### config.mk
export PLATFORM = sky130hd
export DESIGN_NAME = terminal_padding_parser_core
export DESIGN_NICKNAME = d
export VERILOG_FILES = /design/src/tpp_pkg.sv /design/src/tpp_front.sv /design/src/tpp_fifo.sv /design/src/tpp_back.sv /design/src/terminal_padding_parser_core.sv
export SDC_FILE = /design/constraint.sdc
export NUM_CORES = 1
export LEC_CHECK = 0
export BUFFER_PORTS_ARGS = -buffer_cell sky130_fd_sc_hd__buf_4
export CAP_MARGIN = 15
export CORE_MARGIN = 4
export CORE_UTILIZATION = 70
export CTS_CLUSTER_SIZE = 30
export DETAILED_ROUTE_END_ITERATION = 10
export PLACE_DENSITY = 0.87
export SYNTH_ARGS = -nofsm -noshare
export SYNTH_HDL_FRONTEND = slang
export SYNTH_SLANG_ARGS = --single-unit
### constraint.sdc
create_clock -name clk_i -period 15.41 [get_ports clk_i]
set_input_delay 3.082 -clock clk_i [delete_from_list [all_inputs] [get_ports clk_i]]
set_output_delay 3.082 -clock clk_i [all_outputs]
set_load 0.01 [all_outputs]
### src/tpp_pkg.sv
`default_nettype none

package tpp_pkg;

  // Field and storage widths.
  localparam int unsigned CHAR_W     = 8;
  localparam int unsigned LINES_W    = 10;
  localparam int unsigned SPEED_W    = 5;
  localparam int unsigned DELAY_BITS = 20;
  localparam int unsigned MAX_PADS   = 63;
  localparam int unsigned PAD_CNT_W  = 6;
  localparam int unsigned CT_W       = 11;
  // Remainder of the pad loop: delay plus half a character time.
  localparam int unsigned REM_W      = DELAY_BITS + 1;
  localparam int unsigned IN_DATA_W  = 24;
  localparam int unsigned CFG_IDX_W  = 1;

  // Configuration register indexes.
  localparam logic [CFG_IDX_W-1:0] CFG_LINE_SPEED = 1'b0;
  localparam logic [CFG_IDX_W-1:0] CFG_PAD_CHAR   = 1'b1;

  // Kind code carried with each result item.
  typedef enum logic [1:0] {
    KIND_TEXT = 2'd0,
    KIND_PAD  = 2'd1,
    KIND_END  = 2'd2
  } kind_e;

  // Command from the parser to the output side.
  typedef struct packed {
    logic                  is_end;
    logic [CHAR_W-1:0]     ch;
    logic [DELAY_BITS-1:0] delay;
  } cmd_t;

  // Configuration register contents.
  typedef struct packed {
    logic [SPEED_W-1:0] line_speed;
    logic [CHAR_W-1:0]  pad_char;
  } cfg_t;

  // Time per character in tenths of a millisecond for each line speed code.
  function automatic logic [CT_W-1:0] char_time(input logic [SPEED_W-1:0] code);
    logic [CT_W-1:0] t;
    case (code)
      5'd1:    t = 11'd2000;
      5'd2:    t = 11'd1333;
      5'd3:    t = 11'd909;
      5'd4:    t = 11'd743;
      5'd5:    t = 11'd667;
      5'd6:    t = 11'd500;
      5'd7:    t = 11'd333;
      5'd8:    t = 11'd167;
      5'd9:    t = 11'd83;
      5'd10:   t = 11'd56;
      5'd11:   t = 11'd42;
      5'd12:   t = 11'd21;
      5'd13:   t = 11'd10;
      5'd14:   t = 11'd5;
      5'd15:   t = 11'd3;
      5'd16:   t = 11'd2;
      5'd17:   t = 11'd1;
      5'd18:   t = 11'd1;
      5'd19:   t = 11'd1;
      default: t = 11'd0;
    endcase
    return t;
  endfunction

endpackage

`default_nettype wire

### src/tpp_front.sv
`default_nettype none

module tpp_front (
  input  wire                           clk_i,
  input  wire                           rst_ni,
  input  wire                           in_valid_i,
  output logic                          in_ready_o,
  input  wire  [tpp_pkg::CHAR_W-1:0]    in_char_i,
  input  wire  [tpp_pkg::LINES_W-1:0]   lines_i,
  input  wire                           full_i,
  output logic                          push_o,
  output tpp_pkg::cmd_t                 cmd_o
);
  import tpp_pkg::*;

  typedef enum logic [1:0] {
    PH_INT      = 2'd0,
    PH_FRAC1    = 2'd1,
    PH_FRACSKIP = 2'd2,
    PH_TEXT     = 2'd3
  } phase_e;

  localparam logic [CHAR_W-1:0] CH_NUL   = 8'h00;
  localparam logic [CHAR_W-1:0] CH_ZERO  = 8'h30;
  localparam logic [CHAR_W-1:0] CH_NINE  = 8'h39;
  localparam logic [CHAR_W-1:0] CH_POINT = 8'h2E;
  localparam logic [CHAR_W-1:0] CH_STAR  = 8'h2A;
  localparam logic [DELAY_BITS-1:0] DELAY_MAX = {DELAY_BITS{1'b1}};

  phase_e                   phase_q, phase_d;
  logic [DELAY_BITS-1:0]    delay_q, delay_d;
  logic                     accept;
  logic                     is_digit;
  logic [3:0]               digit;
  logic [DELAY_BITS+3:0]    int_sum;
  logic [DELAY_BITS:0]      frac_sum;
  logic [DELAY_BITS+LINES_W-1:0] star_prod;
  logic [DELAY_BITS-1:0]    int_sat, frac_sat, star_sat;

  // The parser only stalls when the queue is full.
  assign in_ready_o = !full_i;
  assign accept     = in_valid_i && !full_i;

  // Candidate delay values for each kind of prefix byte, saturated.
  assign is_digit  = (in_char_i >= CH_ZERO) && (in_char_i <= CH_NINE);
  assign digit     = 4'(in_char_i - CH_ZERO);
  assign int_sum   = ({4'd0, delay_q} + {{DELAY_BITS{1'b0}}, digit}) * (DELAY_BITS + 4)'(10);
  assign frac_sum  = {1'b0, delay_q} + {{(DELAY_BITS - 3){1'b0}}, digit};
  assign star_prod = {{LINES_W{1'b0}}, delay_q} * {{DELAY_BITS{1'b0}}, lines_i};
  assign int_sat   = (int_sum[DELAY_BITS+3:DELAY_BITS] != 4'd0) ? DELAY_MAX
                                                                  : int_sum[DELAY_BITS-1:0];
  assign frac_sat  = frac_sum[DELAY_BITS] ? DELAY_MAX : frac_sum[DELAY_BITS-1:0];
  assign star_sat  = (star_prod[DELAY_BITS+LINES_W-1:DELAY_BITS] != '0) ? DELAY_MAX
                                                                        : star_prod[DELAY_BITS-1:0];

  // Classify the item: prefix bytes are consumed and may update the delay, others go to the queue.
  always_comb begin
    phase_d      = phase_q;
    delay_d      = delay_q;
    push_o       = 1'b0;
    cmd_o.is_end = 1'b0;
    cmd_o.ch     = in_char_i;
    cmd_o.delay  = delay_q;
    if (accept) begin
      if (in_char_i == CH_NUL) begin
        push_o       = 1'b1;
        cmd_o.is_end = 1'b1;
        phase_d      = PH_INT;
        delay_d      = '0;
      end else if (phase_q != PH_TEXT) begin
        if (is_digit) begin
          case (phase_q)
            PH_INT: begin
              delay_d = int_sat;
            end
            PH_FRAC1: begin
              delay_d = frac_sat;
              phase_d = PH_FRACSKIP;
            end
            default: begin
            end
          endcase
        end else if (phase_q == PH_INT && in_char_i == CH_POINT) begin
          phase_d = PH_FRAC1;
        end else begin
          phase_d = PH_TEXT;
          if (in_char_i == CH_STAR) begin
            delay_d = star_sat;
          end else begin
            push_o = 1'b1;
          end
        end
      end else begin
        push_o = 1'b1;
      end
    end
  end

  always_ff @(posedge clk_i or negedge rst_ni) begin
    if (!rst_ni) begin
      phase_q <= PH_INT;
      delay_q <= '0;
    end else begin
      phase_q <= phase_d;
      delay_q <= delay_d;
    end
  end

endmodule

`default_nettype wire

### src/tpp_fifo.sv
`default_nettype none

module tpp_fifo (
  input  wire            clk_i,
  input  wire            rst_ni,
  input  wire            push_i,
  input  tpp_pkg::cmd_t  cmd_i,
  output logic           full_o,
  input  wire            pop_i,
  output tpp_pkg::cmd_t  cmd_o,
  output logic           empty_o
);
  import tpp_pkg::*;

  localparam logic [1:0] DEPTH = 2'd2;

  cmd_t       entries_q [2];
  logic       wr_ptr_q, rd_ptr_q;
  logic [1:0] count_q;

  assign full_o  = (count_q == DEPTH);
  assign empty_o = (count_q == 2'd0);
  assign cmd_o   = entries_q[rd_ptr_q];

  // Entry storage.
  always_ff @(posedge clk_i) begin
    if (push_i) begin
      entries_q[wr_ptr_q] <= cmd_i;
    end
  end

  // Pointers and fill count.
  always_ff @(posedge clk_i or negedge rst_ni) begin
    if (!rst_ni) begin
      wr_ptr_q <= 1'b0;
      rd_ptr_q <= 1'b0;
      count_q  <= 2'd0;
    end else begin
      if (push_i) begin
        wr_ptr_q <= !wr_ptr_q;
      end
      if (pop_i) begin
        rd_ptr_q <= !rd_ptr_q;
      end
      count_q <= count_q + {1'b0, push_i} - {1'b0, pop_i};
    end
  end

  a_no_overflow: assert property (@(posedge clk_i) disable iff (!rst_ni)
    push_i |-> !full_o)
    else $error("queue written while full");

  a_no_underflow: assert property (@(posedge clk_i) disable iff (!rst_ni)
    pop_i |-> !empty_o)
    else $error("queue read while empty");

  a_count_range: assert property (@(posedge clk_i) disable iff (!rst_ni)
    count_q <= DEPTH)
    else $error("queue fill count out of range");

endmodule

`default_nettype wire

### src/tpp_back.sv
`default_nettype none

module tpp_back (
  input  wire                          clk_i,
  input  wire                          rst_ni,
  input  tpp_pkg::cfg_t                cfg_i,
  input  tpp_pkg::cmd_t                cmd_i,
  input  wire                          empty_i,
  output logic                         pop_o,
  output logic                         out_valid_o,
  input  wire                          out_ready_i,
  output logic [tpp_pkg::CHAR_W-1:0]   out_char_o,
  output tpp_pkg::kind_e               out_kind_o,
  output logic                         out_last_o
);
  import tpp_pkg::*;

  typedef enum logic {
    S_IDLE = 1'b0,
    S_PAD  = 1'b1
  } state_e;

  state_e                 state_q, state_d;
  logic [REM_W-1:0]       rem_q, rem_d;
  logic [CT_W-1:0]        ct_q, ct_d;
  logic [PAD_CNT_W-1:0]   cnt_q, cnt_d;
  logic                   out_valid_q, out_valid_d;
  logic [CHAR_W-1:0]      out_char_q, out_char_d;
  kind_e                  out_kind_q, out_kind_d;
  logic                   out_last_q, out_last_d;

  logic                   out_free;
  logic [CT_W-1:0]        ct_lookup;
  logic [REM_W-1:0]       num;
  logic [REM_W-1:0]       ct_ext;
  logic                   pad_last;

  assign out_free  = !out_valid_q || out_ready_i;
  assign ct_lookup = char_time(cfg_i.line_speed);
  // Adding half a character time rounds the quotient to nearest.
  assign num       = {1'b0, cmd_i.delay} + REM_W'(ct_lookup >> 1);
  assign ct_ext    = REM_W'(ct_q);
  // This pad is the last when less than two character times remain,
  // or when the pad count reaches its ceiling.
  assign pad_last  = (rem_q < REM_W'({ct_q, 1'b0})) || (cnt_q == PAD_CNT_W'(MAX_PADS - 1));

  // Command execution: text passes, an end command either emits one end marker or divides by
  // repeated subtraction and emits one pad per subtraction.
  always_comb begin
    state_d     = state_q;
    rem_d       = rem_q;
    ct_d        = ct_q;
    cnt_d       = cnt_q;
    out_valid_d = out_valid_q && !out_ready_i;
    out_char_d  = out_char_q;
    out_kind_d  = out_kind_q;
    out_last_d  = out_last_q;
    pop_o       = 1'b0;
    case (state_q)
      S_IDLE: begin
        if (!empty_i && out_free) begin
          pop_o = 1'b1;
          if (!cmd_i.is_end) begin
            out_valid_d = 1'b1;
            out_char_d  = cmd_i.ch;
            out_kind_d  = KIND_TEXT;
            out_last_d  = 1'b1;
          end else if (ct_lookup == '0 || num < REM_W'(ct_lookup)) begin
            out_valid_d = 1'b1;
            out_char_d  = '0;
            out_kind_d  = KIND_END;
            out_last_d  = 1'b1;
          end else begin
            state_d = S_PAD;
            rem_d   = num;
            ct_d    = ct_lookup;
            cnt_d   = '0;
          end
        end
      end
      S_PAD: begin
        if (out_free) begin
          out_valid_d = 1'b1;
          out_char_d  = cfg_i.pad_char;
          out_kind_d  = KIND_PAD;
          out_last_d  = pad_last;
          rem_d       = rem_q - ct_ext;
          cnt_d       = cnt_q + 1'b1;
          if (pad_last) begin
            state_d = S_IDLE;
          end
        end
      end
      default: begin
        state_d = S_IDLE;
      end
    endcase
  end

  always_ff @(posedge clk_i or negedge rst_ni) begin
    if (!rst_ni) begin
      state_q     <= S_IDLE;
      rem_q       <= '0;
      ct_q        <= '0;
      cnt_q       <= '0;
      out_valid_q <= 1'b0;
      out_char_q  <= '0;
      out_kind_q  <= KIND_TEXT;
      out_last_q  <= 1'b0;
    end else begin
      state_q     <= state_d;
      rem_q       <= rem_d;
      ct_q        <= ct_d;
      cnt_q       <= cnt_d;
      out_valid_q <= out_valid_d;
      out_char_q  <= out_char_d;
      out_kind_q  <= out_kind_d;
      out_last_q  <= out_last_d;
    end
  end

  assign out_valid_o = out_valid_q;
  assign out_char_o  = out_char_q;
  assign out_kind_o  = out_kind_q;
  assign out_last_o  = out_last_q;

  a_pad_rem: assert property (@(posedge clk_i) disable iff (!rst_ni)
    state_q == S_PAD |-> (ct_q != '0) && (rem_q >= ct_ext))
    else $error("pad loop entered without a full character time left");

  a_pad_cnt: assert property (@(posedge clk_i) disable iff (!rst_ni)
    state_q == S_PAD |-> cnt_q < PAD_CNT_W'(MAX_PADS))
    else $error("pad count beyond its ceiling");

  a_end_last: assert property (@(posedge clk_i) disable iff (!rst_ni)
    out_valid_q && (out_kind_q == KIND_END || out_kind_q == KIND_TEXT) |-> out_last_q)
    else $error("single-result item without last flag");

  a_no_pop_busy: assert property (@(posedge clk_i) disable iff (!rst_ni)
    state_q == S_PAD |-> !pop_o)
    else $error("command taken while pads are still going out");

endmodule

`default_nettype wire

### src/terminal_padding_parser_core.sv
`default_nettype none

// Terminal padding parser. Each input item carries one byte of a terminal
// control string plus a lines-affected count; a zero byte ends the string.
// A leading delay prefix (milliseconds, optional point and tenths digit,
// optional star that multiplies by the lines-affected count) is consumed and
// gives no result; every later byte comes out as one text item. At the zero
// byte the block emits round(delay / character time) pad items (at most 63),
// the character time coming from the line speed register, or a single end
// marker item when there is no padding. The parser handles prefix and text
// bytes as they arrive and stalls only when the queue is full; the output
// side sends text items and end markers from the queue, and for a padded end
// first loads a subtract loop that emits one pad per subtraction, holding
// while the output is not ready. A two-entry queue between parser and output
// side lets the parser keep accepting while pads are still going out.
// Configuration is written on the cfg channel, which is always ready; index 0
// is the line speed code, index 1 the pad byte.
module terminal_padding_parser_core (
  input  wire                             clk_i,
  input  wire                             rst_ni,
  // Input stream: tdata [7:0] in_char, [17:8] lines_affected, [23:18] zero.
  input  wire                             s_axis_tvalid_i,
  output logic                            s_axis_tready_o,
  input  wire  [tpp_pkg::IN_DATA_W-1:0]   s_axis_tdata_i,
  // Output stream: tdata [7:0] out_char; tuser [1:0] kind; tlast last.
  output logic                            m_axis_tvalid_o,
  input  wire                             m_axis_tready_i,
  output logic [tpp_pkg::CHAR_W-1:0]      m_axis_tdata_o,
  output logic [1:0]                      m_axis_tuser_o,
  output logic                            m_axis_tlast_o,
  // Configuration write channel.
  input  wire                             cfg_valid_i,
  output logic                            cfg_ready_o,
  input  wire  [tpp_pkg::CFG_IDX_W-1:0]   cfg_index_i,
  input  wire  [tpp_pkg::CHAR_W-1:0]      cfg_data_i
);
  import tpp_pkg::*;

  cfg_t  cfg_q;
  cmd_t  push_cmd, head_cmd;
  logic  push, pop, full, empty;
  kind_e out_kind;

  // Configuration registers.
  assign cfg_ready_o = 1'b1;

  always_ff @(posedge clk_i or negedge rst_ni) begin
    if (!rst_ni) begin
      cfg_q <= '0;
    end else if (cfg_valid_i) begin
      case (cfg_index_i)
        CFG_LINE_SPEED: cfg_q.line_speed <= cfg_data_i[SPEED_W-1:0];
        CFG_PAD_CHAR:   cfg_q.pad_char   <= cfg_data_i;
        default: begin
        end
      endcase
    end
  end

  tpp_front u_front (
    .clk_i      (clk_i),
    .rst_ni     (rst_ni),
    .in_valid_i (s_axis_tvalid_i),
    .in_ready_o (s_axis_tready_o),
    .in_char_i  (s_axis_tdata_i[CHAR_W-1:0]),
    .lines_i    (s_axis_tdata_i[CHAR_W+LINES_W-1:CHAR_W]),
    .full_i     (full),
    .push_o     (push),
    .cmd_o      (push_cmd)
  );

  tpp_fifo u_fifo (
    .clk_i   (clk_i),
    .rst_ni  (rst_ni),
    .push_i  (push),
    .cmd_i   (push_cmd),
    .full_o  (full),
    .pop_i   (pop),
    .cmd_o   (head_cmd),
    .empty_o (empty)
  );

  tpp_back u_back (
    .clk_i       (clk_i),
    .rst_ni      (rst_ni),
    .cfg_i       (cfg_q),
    .cmd_i       (head_cmd),
    .empty_i     (empty),
    .pop_o       (pop),
    .out_valid_o (m_axis_tvalid_o),
    .out_ready_i (m_axis_tready_i),
    .out_char_o  (m_axis_tdata_o),
    .out_kind_o  (out_kind),
    .out_last_o  (m_axis_tlast_o)
  );

  assign m_axis_tuser_o = out_kind;

endmodule

`default_nettype wire
==> metrics.md <==
| Metric | Value |
|---|---|
| Outcome | `complete, no violations` |
| Global route hottest layer | `met2` |
| WL final | `42900 µm` |
| Worst-Margin Slew | `1.04 ns` |
| Layout cells sized above 1 | `7.85%` |
| Htree depth | `4` |
| Fin. Hold Viols | `0` |
| Unrepaired setup endpoints after global routing | `false` |
| GRT Overall Usage | `33.1%` |
| Remaining routing DRC violations | `0` |
| CP Launch Point | `s_axis_tdata_i[11]` |
| Setup TNS Final | `0 ns` |
| Starting Density | `71.5%` |
| Yosys warnings | `0` |
| Drt pass-1 iters | `9` |
| Req. time, crit path | `15.70 ns` |
| R2R Path End | `u_front.delay_q[12]` |
| Max-cap viol count | `0` |
| Longest Clk Path Bufs | `2` |
| Global Route met1 Usage | `40.2%` |
| Critical R2R Launch | `u_front.delay_q[10]` |
| Worst skew pair latency | `0.44 ns` |
| Vias | `14000` |
| Synth async-reset ratio | `60.8%` |
| Root Driver | `clkbuf_16` |
| Vias in the first global route | `14600` |
| Gate Count Post-Synth | `1842` |
| Die footprint | `26600 µm²` |
| Post-synth cell types | `87` |
| CP Class | `input pin to flip-flop` |
| Synth area leader | `fa_1` |
| Syn nets | `2185` |
| Post-DRT Antenna Nets | `0` |
| Worst-path clk slew | `0.07 ns` |
| Rel. slew slack | `29.9%` |
| Post-synth top area share | `17.4%` |
| Die Width | `163 µm` |
| Final nets | `2178` |
| CTS tree | `yes` |
| Clk sinks | `148` |
| Reg2reg setup slack | `8.32 ns` |
| Avg Inst Size Synth | `9.13 µm²` |
| Most common flop cell mapped by yosys | `dfrtp_1` |
| Vias per cell | `6.48` |
| HPWL after DPL | `30700 µm` |
| Met3 GRT Util | `5.40%` |
| Area growth from synthesis to layout | `6.68%` |
| First-pass GRT wire length | `71400 µm` |
| Clock Skews | `0.0136 ns` |
| Top Ports | `52` |
| Final setup fails | `0` |
| TritonCTS buffer count | `17` |
| Initial antenna violation count | `0` |
| CP endpoint kind | `flip-flop` |
| Worst r2r path cells | `21` |
| Hold-fix buffers, CTS | `0` |
| CP max FO | `20` |
| Post-CTS setup buffer count | `0` |
| Yosys reg bits | `148` |
| Hold Path Sink | `u_back.ct_q[6]` |
| Top-count cell post-synth | `nand2_1` |
| M2 GR Usage | `58.2%` |
| Post-cts resize count | `0` |
| Setup crit start kind | `input pin` |
| Share of the yosys chip area belonging to registers | `23.7%` |
| Most frequent cells after synthesis | `nand2_1, inv_1, ha_1` |
| Core Area | `23500 µm²` |
| Number of synthesized flops with an enable pin | `58` |
| Wire per inst | `19.8 µm` |
| Data arrival time of the worst path | `9.40 ns` |
| Synth top area cells | `fa_1, dfrtp_1, ha_1` |
| Fmax | `110 MHz` |
| Fin crit share | `59.1%` |
| Placer Congestion | `0.947` |
| GRT overflow | `0` |
| Antenna cell count | `0` |
| Tmin final | `9.11 ns` |
| Die Span Y | `163 µm` |
| Hold_sp | `u_back.ct_q[6]` |
| Max Slew Vio Count | `0` |
| Hold/Removal Path Class | `flip-flop to flip-flop` |
| Port Buf Inserts | `44` |
| Cell Area, Synth | `16800 µm²` |
| Hold path depth | `2` |
| Largest net degree at the start of global routing | `48` |
| Number of placement rows | `56` |
| DRT iter0 DRCs | `1277` |
[per-layer routing]
layer	share of wire, %	wire, µm	up-vias
met1	38	16200	6852
met5	0	0	-
li1	-	-	6305
met2	51	21700	697
met4	4.6	1960	0
met3	7.0	3000	188
[worst max-delay path by stage]
stage,cells after the start,endpoint
finish,22,u_front.delay_q[12]
detailed placement,22,u_front.delay_q[3]
global route,22,u_front.delay_q[16]
CTS,22,u_front.delay_q[3]
global placement,22,u_front.delay_q[2]
floorplan,23,u_front.delay_q[1]
[final cells by class]
type / instances / area, µm²
Clock buffer: 19 / 433
Clock inverter: 13 / 193
Fill cell: 1608 / 5600
Inverter: 205 / 769
Multi-Input combinational cell: 1406 / 11700
Sequential cell: 148 / 3990
Tap cell: 319 / 399
Timing Repair Buffer: 57 / 457
[layout by cell type, fill, tap and decap left out, drive strengths merged, types with 27 or more instances in the layout]
| master | n |
|---|---|
| nand2 | 213 |
| inv | 209 |
| ha | 159 |
| fa | 146 |
| and2 | 119 |
| a21oi | 106 |
| o21ai | 91 |
| dfrtp | 90 |
| nor2 | 77 |
| xnor2 | 58 |
| edfxtp | 58 |
| buf | 56 |
| nand3 | 42 |
| mux2i | 32 |
| nor3 | 27 |
[sequential cells by signal, indices dropped and copies added, names as in the netlist]
name / cells
u_fifo.count_q: 2
u_fifo.entries_q: 58
u_fifo.wr_ptr_q: 1
u_back.out_last_o: 1
u_front.delay_q: 20
u_back.ct_q: 11
u_front.phase_q: 2
u_back.out_kind_o: 2
u_fifo.rd_ptr_q: 1
u_back.rem_q: 21
cfg_q: 13
u_back.out_valid_o: 1
u_back.state_q: 1
u_back.out_char_o: 8
u_back.cnt_q: 6
[metrics by stage]
step | std cells | util, % | cell area (µm²) | hold WS (ns) | worst slack [ns]
after floorplan | 1842 | - | 16800 | 0.440 | 6.70
after global placement | 2131 | 73.3 | 17300 | 0.466 | 6.00
after detailed placement | 2131 | 73.3 | 17300 | 0.473 | 5.97
after CTS | 2163 | 76.0 | 17900 | 0.492 | 6.37
after global routing | 2167 | 76.2 | 17900 | 0.525 | 6.05
final | 2167 | 76.2 | 17900 | 0.494 | 6.30
[worst max-delay path, cell delays in order]
cell and delay (ns):
buf_4 0.26, nand2_1 0.14, fa_1 0.56, inv_1 0.05, fa_1 0.53, fa_1 0.44
fa_1 0.54, inv_1 0.06, fa_1 0.53, inv_1 0.05, ha_1 0.42, nand2_1 0.15
nor4_1 0.40, o211ai_1 0.22, a21boi_0 0.24, o31a_1 0.34, mux2i_1 0.12, and4b_1 0.25
nand4_1 0.10, o41ai_2 0.43, buf_4 0.32, o2111ai_1 0.15
[cell families (layout without fill, tap and decap cells)]
| kind of cell | count (synthesis) | in the layout | share of synthesized area (%) |
|---|---|---|---|
| AO/OA/AOI/OAI | 382 | 382 | 15.1 |
| XOR/XNOR | 82 | 82 | 4.27 |
| adder cells (fa/ha/maj) | 305 | 305 | 29.2 |
| buffers and inverters | 288 | 294 | 6.79 |
| flip-flops | 148 | 148 | 23.7 |
| multiplexers | 55 | 55 | 3.51 |
| other | 1 | 1 | 0.0223 |
| AND/OR/NAND/NOR | 581 | 581 | 17.4 |
Power is not shown: default switching activity piles up to over one toggle a cycle in this logic, so the estimate is an artifact.
